===== src/sv/stp_pkg.sv =====
// Shared types, codes and constants of the software timer pool.
`timescale 1ns / 1ps
package stp_pkg;

	localparam int NUM_SLOTS_DEF = 8;
	localparam int PERIOD_W      = 15;
	localparam int REM_W         = 17;
	localparam int STEP_W        = 10;
	localparam int SLOT_W        = 3;
	localparam int MASK_W        = 8;
	localparam logic [STEP_W-1:0] TICK_STEP_RESET = STEP_W'(10);

	// input action codes
	typedef enum logic [1:0] {
		ACT_TICK     = 2'd0,
		ACT_ONESHOT  = 2'd1,
		ACT_PERIODIC = 2'd2,
		ACT_SERVICE  = 2'd3
	} action_t;

	// result status codes
	typedef enum logic [1:0] {
		ST_OK        = 2'd0,
		ST_ZERO_PER  = 2'd1,
		ST_POOL_FULL = 2'd2
	} status_t;

	// one slot entry as kept in the slot memory
	typedef struct packed {
		logic                       oneshot;
		logic [PERIOD_W-1:0]        period;
		logic signed [REM_W-1:0]    remaining;
	} entry_t;

	// value of an entry that was never written
	localparam entry_t RESET_ENTRY = '{oneshot: 1'b1, period: '0, remaining: '0};

	// outcome of one slot update
	typedef struct packed {
		entry_t nxt;
		logic   fire;
		logic   run;
	} upd_t;

endpackage


===== src/sv/software_timer_pool.sv =====
// Top level of the software timer pool: handshakes, sweep control, slot memory.
//
//  channel   dir  handshake        payload
//  s_*       in   tvalid/tready    tuser: action; tdata: period_ms
//  m_*       out  tvalid/tready    tuser: status; tdata: slot, fired_mask
//  p*        in   APB write/read   reg 0 at 0x0: tick_step_ms
//
// Tick and service walk every slot through the slot memory, one read per
// cycle plus one write-back. Registration scans the running flags, one slot
// per cycle. A zero period goes straight to the result without a scan. The
// next item is taken when the block returns to idle, even while the previous
// result still waits on m_tready. Reset clears running and entry-valid flags;
// no clearing pass is needed.
`timescale 1ns / 1ps
module software_timer_pool
	import stp_pkg::*;
#(
	parameter int NUM_SLOTS = NUM_SLOTS_DEF
)(
	input  logic        clk,
	input  logic        arst_n,
	// input stream
	input  logic        s_tvalid,
	output logic        s_tready,
	input  logic [15:0] s_tdata,   // [14:0] period_ms, [15] zero
	input  logic [1:0]  s_tuser,   // [1:0] action
	// result stream
	output logic        m_tvalid,
	input  logic        m_tready,
	output logic [15:0] m_tdata,   // [2:0] slot, [10:3] fired_mask, [15:11] zero
	output logic [1:0]  m_tuser,   // [1:0] status
	// configuration
	input  logic        psel,
	input  logic        penable,
	input  logic        pwrite,
	input  logic [2:0]  paddr,
	input  logic [31:0] pwdata,
	output logic [31:0] prdata,
	output logic        pready
);

	localparam int IDX_W = (NUM_SLOTS > 1) ? $clog2(NUM_SLOTS) : 1;
	localparam logic [IDX_W-1:0] LAST_IDX = IDX_W'(NUM_SLOTS - 1);

	typedef enum logic [2:0] {
		S_IDLE,
		S_SCAN,
		S_SWEEP,
		S_DRAIN,
		S_DONE
	} state_t;

	state_t               state_q;
	logic [IDX_W-1:0]     idx_q;
	logic [1:0]           act_q;
	logic [PERIOD_W-1:0]  per_q;
	logic [STEP_W-1:0]    step_q;
	logic [NUM_SLOTS-1:0] running_q;
	logic [NUM_SLOTS-1:0] vld_q;
	logic [1:0]           res_status_q;
	logic [SLOT_W-1:0]    res_slot_q;
	logic [MASK_W-1:0]    fired_q;
	logic                 m_valid_q;
	logic [1:0]           m_status_q;
	logic [SLOT_W-1:0]    m_slot_q;
	logic [MASK_W-1:0]    m_fired_q;

	// read pipeline stage
	logic                 v_s1;
	logic [IDX_W-1:0]     idx_s1;
	logic                 vld_s1;
	entry_t               rdata_s1;
	entry_t               cur_s1;

	entry_t               slot_mem [NUM_SLOTS];
	logic                 wr_en;
	logic [IDX_W-1:0]     wr_addr;
	entry_t               wr_data;
	upd_t                 upd;

	logic                 in_acc;
	logic                 cfg_wr;
	logic                 is_reg_act;

	assign in_acc     = s_tvalid && s_tready;
	assign s_tready   = (state_q == S_IDLE);
	assign is_reg_act = (s_tuser == ACT_ONESHOT) || (s_tuser == ACT_PERIODIC);

	// configuration port
	assign pready = 1'b1;
	assign cfg_wr = psel && penable && pwrite && pready && !paddr[2];
	assign prdata = paddr[2] ? 32'd0 : 32'(step_q);

	always_ff @(posedge clk or negedge arst_n) begin
		if (!arst_n) begin
			step_q <= TICK_STEP_RESET;
		end else if (cfg_wr) begin
			step_q <= pwdata[STEP_W-1:0];
		end
	end

	// result port
	assign m_tvalid = m_valid_q;
	assign m_tuser  = m_status_q;
	assign m_tdata  = {5'd0, m_fired_q, m_slot_q};

	// entry read in the previous cycle, reset value if never written
	assign cur_s1 = vld_s1 ? rdata_s1 : RESET_ENTRY;

	stp_slot_update u_upd (
		.is_tick (act_q == ACT_TICK),
		.step    (step_q),
		.cur     (cur_s1),
		.running (running_q[idx_s1]),
		.upd     (upd)
	);

	// memory write source: registration in scan, else sweep write-back
	always_comb begin
		wr_en   = 1'b0;
		wr_addr = idx_s1;
		wr_data = upd.nxt;
		if (state_q == S_SCAN && !running_q[idx_q]) begin
			wr_en   = 1'b1;
			wr_addr = idx_q;
			wr_data = '{oneshot: (act_q == ACT_ONESHOT), period: per_q,
				remaining: $signed({{(REM_W-PERIOD_W){1'b0}}, per_q})};
		end else if (v_s1) begin
			wr_en = 1'b1;
		end
	end

	// slot memory, one write and one registered read per cycle
	always_ff @(posedge clk) begin
		if (wr_en) begin
			slot_mem[wr_addr] <= wr_data;
		end
		rdata_s1 <= slot_mem[idx_q];
	end

	// control, flags and result registers
	always_ff @(posedge clk or negedge arst_n) begin
		if (!arst_n) begin
			state_q      <= S_IDLE;
			idx_q        <= '0;
			act_q        <= ACT_TICK;
			per_q        <= '0;
			running_q    <= '0;
			vld_q        <= '0;
			res_status_q <= ST_OK;
			res_slot_q   <= '0;
			fired_q      <= '0;
			m_valid_q    <= 1'b0;
			m_status_q   <= ST_OK;
			m_slot_q     <= '0;
			m_fired_q    <= '0;
			v_s1         <= 1'b0;
			idx_s1       <= '0;
			vld_s1       <= 1'b0;
		end else begin
			// result taken; a new one loaded in S_DONE replaces it
			if (m_valid_q && m_tready && state_q != S_DONE) begin
				m_valid_q <= 1'b0;
			end

			// read stage bookkeeping
			v_s1   <= (state_q == S_SWEEP);
			idx_s1 <= idx_q;
			vld_s1 <= vld_q[idx_q];

			// write-back of a swept slot
			if (v_s1) begin
				vld_q[idx_s1]     <= 1'b1;
				running_q[idx_s1] <= upd.run;
				if (upd.fire && 32'(idx_s1) < MASK_W) begin
					fired_q[SLOT_W'(idx_s1)] <= 1'b1;
				end
			end

			unique case (state_q)
				S_IDLE: begin
					if (in_acc) begin
						act_q        <= s_tuser;
						per_q        <= s_tdata[PERIOD_W-1:0];
						idx_q        <= '0;
						res_status_q <= ST_OK;
						res_slot_q   <= '0;
						fired_q      <= '0;
						if (!is_reg_act) begin
							state_q <= S_SWEEP;
						end else if (s_tdata[PERIOD_W-1:0] == '0) begin
							res_status_q <= ST_ZERO_PER;
							state_q      <= S_DONE;
						end else begin
							state_q <= S_SCAN;
						end
					end
				end
				S_SCAN: begin
					// lowest slot that is not running
					if (!running_q[idx_q]) begin
						running_q[idx_q] <= 1'b1;
						vld_q[idx_q]     <= 1'b1;
						res_slot_q       <= SLOT_W'(idx_q);
						state_q          <= S_DONE;
					end else if (idx_q == LAST_IDX) begin
						res_status_q <= ST_POOL_FULL;
						state_q      <= S_DONE;
					end else begin
						idx_q <= idx_q + 1'b1;
					end
				end
				S_SWEEP: begin
					if (idx_q == LAST_IDX) begin
						state_q <= S_DRAIN;
					end else begin
						idx_q <= idx_q + 1'b1;
					end
				end
				S_DRAIN: begin
					state_q <= S_DONE;
				end
				S_DONE: begin
					if (!m_valid_q || m_tready) begin
						m_valid_q  <= 1'b1;
						m_status_q <= res_status_q;
						m_slot_q   <= res_slot_q;
						m_fired_q  <= fired_q;
						state_q    <= S_IDLE;
					end
				end
				default: begin
					state_q <= S_IDLE;
				end
			endcase
		end
	end

endmodule


===== src/sv/stp_slot_update.sv =====
// Per-slot update for tick and service sweeps.
`timescale 1ns / 1ps
module stp_slot_update
	import stp_pkg::*;
(
	input  logic                is_tick,
	input  logic [STEP_W-1:0]   step,
	input  entry_t              cur,
	input  logic                running,
	output upd_t                upd
);

	logic signed [REM_W-1:0] step_ext;
	logic                    expired;

	assign step_ext = $signed({{(REM_W-STEP_W){1'b0}}, step});
	assign expired  = running && cur.remaining[REM_W-1];

	always_comb begin
		upd.nxt  = cur;
		upd.fire = 1'b0;
		upd.run  = running;
		if (is_tick) begin
			// count down while not yet negative, running or not
			if (!cur.remaining[REM_W-1]) begin
				upd.nxt.remaining = cur.remaining - step_ext;
			end
		end else if (expired) begin
			// report; periodic slots reload and keep running
			upd.fire = 1'b1;
			upd.run  = !cur.oneshot;
			if (!cur.oneshot) begin
				upd.nxt.remaining = $signed({{(REM_W-PERIOD_W){1'b0}}, cur.period});
			end
		end
	end

endmodule


===== config.mk =====
export PLATFORM = sky130hd
export DESIGN_NAME = software_timer_pool
export DESIGN_NICKNAME = d
export VERILOG_FILES = /design/src/sv/stp_pkg.sv /design/src/sv/software_timer_pool.sv /design/src/sv/stp_slot_update.sv
export SDC_FILE = /design/constraint.sdc
export NUM_CORES = 1
export LEC_CHECK = 0
export BUFFER_PORTS_ARGS = -buffer_cell sky130_fd_sc_hd__clkbuf_2
export CORE_MARGIN = 8
export CORE_UTILIZATION = 45
export CTS_CLUSTER_SIZE = 10
export DETAILED_ROUTE_END_ITERATION = 16
export SYNTH_ARGS = -nofsm -noshare
export SYNTH_HDL_FRONTEND = slang
export SYNTH_SLANG_ARGS = --single-unit

===== constraint.sdc =====
create_clock -name clk -period 4.7 [get_ports clk]
set_clock_uncertainty 0.2 [all_clocks]
set_input_delay 0.235 -clock clk [delete_from_list [all_inputs] [get_ports clk]]
set_output_delay 0.235 -clock clk [all_outputs]
set_load 0.1 [all_outputs]

==> impl_metrics.ini <==
[synthesis]
yosys_warnings = 0
synth_cell_types = 71
ys_seq_area_share_pct = 65.2
ys.flop_type = edfxtp_1
synth_compound_area_share_pct = 10.4
synthAdderAreaFrac_pct = 1.20
synth_top_family_by_area = compound AO/OA/AOI/OAI gates
avgSynthCellArea_um2 = 13.2
synth_area_um2 = 16300
yosysTopAreaCell = edfxtp_1
netlist.area_leader.share_pct = 48.6
synth_edf_count = 264
synth.area.top_cells = edfxtp_1, dfrtp_1, mux2i_1
synthMuxAreaShare_pct = 9.39
synth-xor-area-share_pct = 0.376
ys_async_sr_fraction_pct = 21.4
ys_seq_elements = 378
synthSimpleGateAreaFrac_pct = 9.45
synthCells = 1233

[floorplan]
initial_core_util_pct = 45.7
dieArea_um2 = 42600
fp.dieW_um = 206
core_region_area_um2 = 35700
die_h_um = 206
rows = 69
ioPinCount = 113

[setup_path]
crit_chain = nand2_1 -> ha_1 -> fa_1 -> nand3b_1 -> a311o_1 -> and3_1 -> a21oi_1 -> nor3_1 -> o31ai_1
arrival_ns = 3.94
critPathLaunchType = register
cp_max_fo = 11
crit_buf_inv = 0
critical_path_class = register to register
cp_slowest_cell = o31ai_1
critPathMaxStageDelay_ns = 0.78
critical_path_required_ns = 4.71
endpoint_kind = register
cp_top_family = compound AO/OA/AOI/OAI gates

[final_layout]
mostFrequentLayoutCells = edfxtp_1, nand2_1, nor2_1, dfrtp_1, mux2i_1
mostFrequentLayoutCell = edfxtp_1
layout-drive-gt1-share_pct = 17.1
areaGrowthSynthToFinish_pct = 13.8
utilization_pct = 52.0
antenna_cells = 0
fin_nets = 1389

[placed_design]
place_congestion = 0.861
dp.final_hpwl_um = 23400
port_buffers = 59

[sta]
slew_headroom_pct = 21.0
setup_tns_ns = 0
finalSetupViolations = 0
tightest_slew_ns = 1.18
maxSlewViolCount = 0
max_freq_mhz = 254
rsz0062_at_grt = false
period_share_pct = 83.8
period_minus_slack_ns = 3.94
finalHoldViolations = 0

[clocking]
cts_tree = yes
htreeDepth = 2
insertion_delay_ns = 0.55
cts_num_sinks = 378
path_clk_slew_ns = 0.06
clockBufferDepth = 3
postCtsSetupBuffers = 0
numCtsBuffers = 44
root_buffer = clkbuf_16

[routing]
via_count = 10000
via_per_inst = 5.55
drt_drc_violations_left = 0
drt_wl_total_um = 39000
drtAntennaViolNets = 0
dr.pass1.iters = 5
wire_per_inst_um = 21.6
drt_iter0_markers = 703

[run]
drv_cap = 0

[power]
p_leak_uw = 0.00704
powerDensity_nw_per_um2 = 732
irDropWorstVdd_v = 0.000408

[global_routing]
grt_pass1_vias = 9851
grt_use_total_pct = 18.3
grt_pass1_wl_um = 59700
antenna_found_initial = 0
grt.overflow.total = 0
grt_start_max_net_pins = 115

[run_status]
status = complete, no violations

[min_path]
hp-class = input pin to register
==> area by class of cell <==
| cell class | instances | area, um^2 |
|---|---|---|
| Clock buffer | 71 | 1230 |
| Clock inverter | 4 | 26.3 |
| Fill cell | 2979 | 17100 |
| Inverter | 18 | 67.6 |
| Multi-Input combinational cell | 762 | 5250 |
| Sequential cell | 378 | 10600 |
| Tap cell | 461 | 577 |
| Timing Repair Buffer | 110 | 768 |
==> synth_stat cells (10+ instances only) <==
cell type	n
edfxtp_1	264
nand2_1	175
nor2_1	82
dfrtp_1	79
mux2i_1	73
mux2_2	58
o21ai_0	57
clkbuf_1	43
a22o_1	42
a221o_1	34
dfxtp_1	33
buf_4	28
a21oi_1	24
inv_1	18
nand3_1	17
ha_1	14
nor2b_1	14
buf_2	13
a211oi_1	11
and2_1	11
buf_6	10
nand3b_1	10
==> registers in the layout, indices dropped and copies added, names as in the netlist, 2 cells and up <==
register,flops
m_slot_q,3
idx_q,3
rdata_s1,33
idx_s1,3
res_status_q,2
m_fired_q,8
per_q,15
slot_mem,264
m_tuser,2
running_q,8
act_q,2
fired_q,8
step_q,10
res_slot_q,3
vld_q,8
state_q,3
==> stage by stage <==
| step | worst slack [ns] | hold slack, ns | instances | instance area [um^2] | total power (uW) |
|---|---|---|---|---|---|
| after floorplan | 0.246 | -0.261 | 1259 | 16400 | 9080 |
| after global placement | 0.895 | 0.253 | 1699 | 17000 | 10500 |
| after detailed placement | 0.808 | 0.252 | 1699 | 17000 | 10600 |
| after CTS | 0.772 | 0.191 | 1804 | 18500 | 13700 |
| after global routing | 0.604 | 0.225 | 1804 | 18500 | 14300 |
| final | 0.764 | 0.209 | 1804 | 18500 | 13600 |
==> power by group <==
| part | switching (uW) | total [uW] | internal, uW |
|---|---|---|---|
| registers | 468 | 5450 | 4980 |
| clock network | 1260 | 3040 | 1780 |
| logic | 3420 | 5090 | 1660 |
==> per-layer routing <==
metal,routed length (um),vias up,global-route usage [%]
li1,-,4681,-
met1,18100,4972,25.5
met2,17900,302,29.4
met3,2360,57,3.48
met4,642,0,4.32
met5,0,-,0
==> final timing paths <==
path | from | endpoint | slack (ns) | depth (start not counted)
max | vld_s1 | slot_mem[1][10] | 0.76 | 9
min | pwrite | step_q[8] | 0.21 | 3
max reg2reg | vld_s1 | slot_mem[1][10] | 0.76 | 9
min reg2reg | vld_q[0] | vld_q[0] | 0.27 | 1
max in group asynchronous | arst_n | idx_q[0] | 3.28 | 2
min in group asynchronous | arst_n | m_fired_q[7] | 0.24 | 2
==> worst register-to-register path: cells and delay by family, from the launching register on <==
kind	cells	cell delay (ns)
flops	1	0.66
simple gates	4	0.74
fa+ha+maj	2	0.68
compound gates	3	1.31
==> kinds of logic after synthesis <==
group           Yosys count
other cells               2
flops                   378
simple gates            345
compound gates          229
fa+ha+maj                15
buf+inv                 119
mux                     138
xor+xnor                  7
==> what timing repair did <==
item                      CTS  global route
resized for setup           0             0
hold endpoints to repair  111             0
hold buffers               30             0
Power figures use the tool's default switching activity.
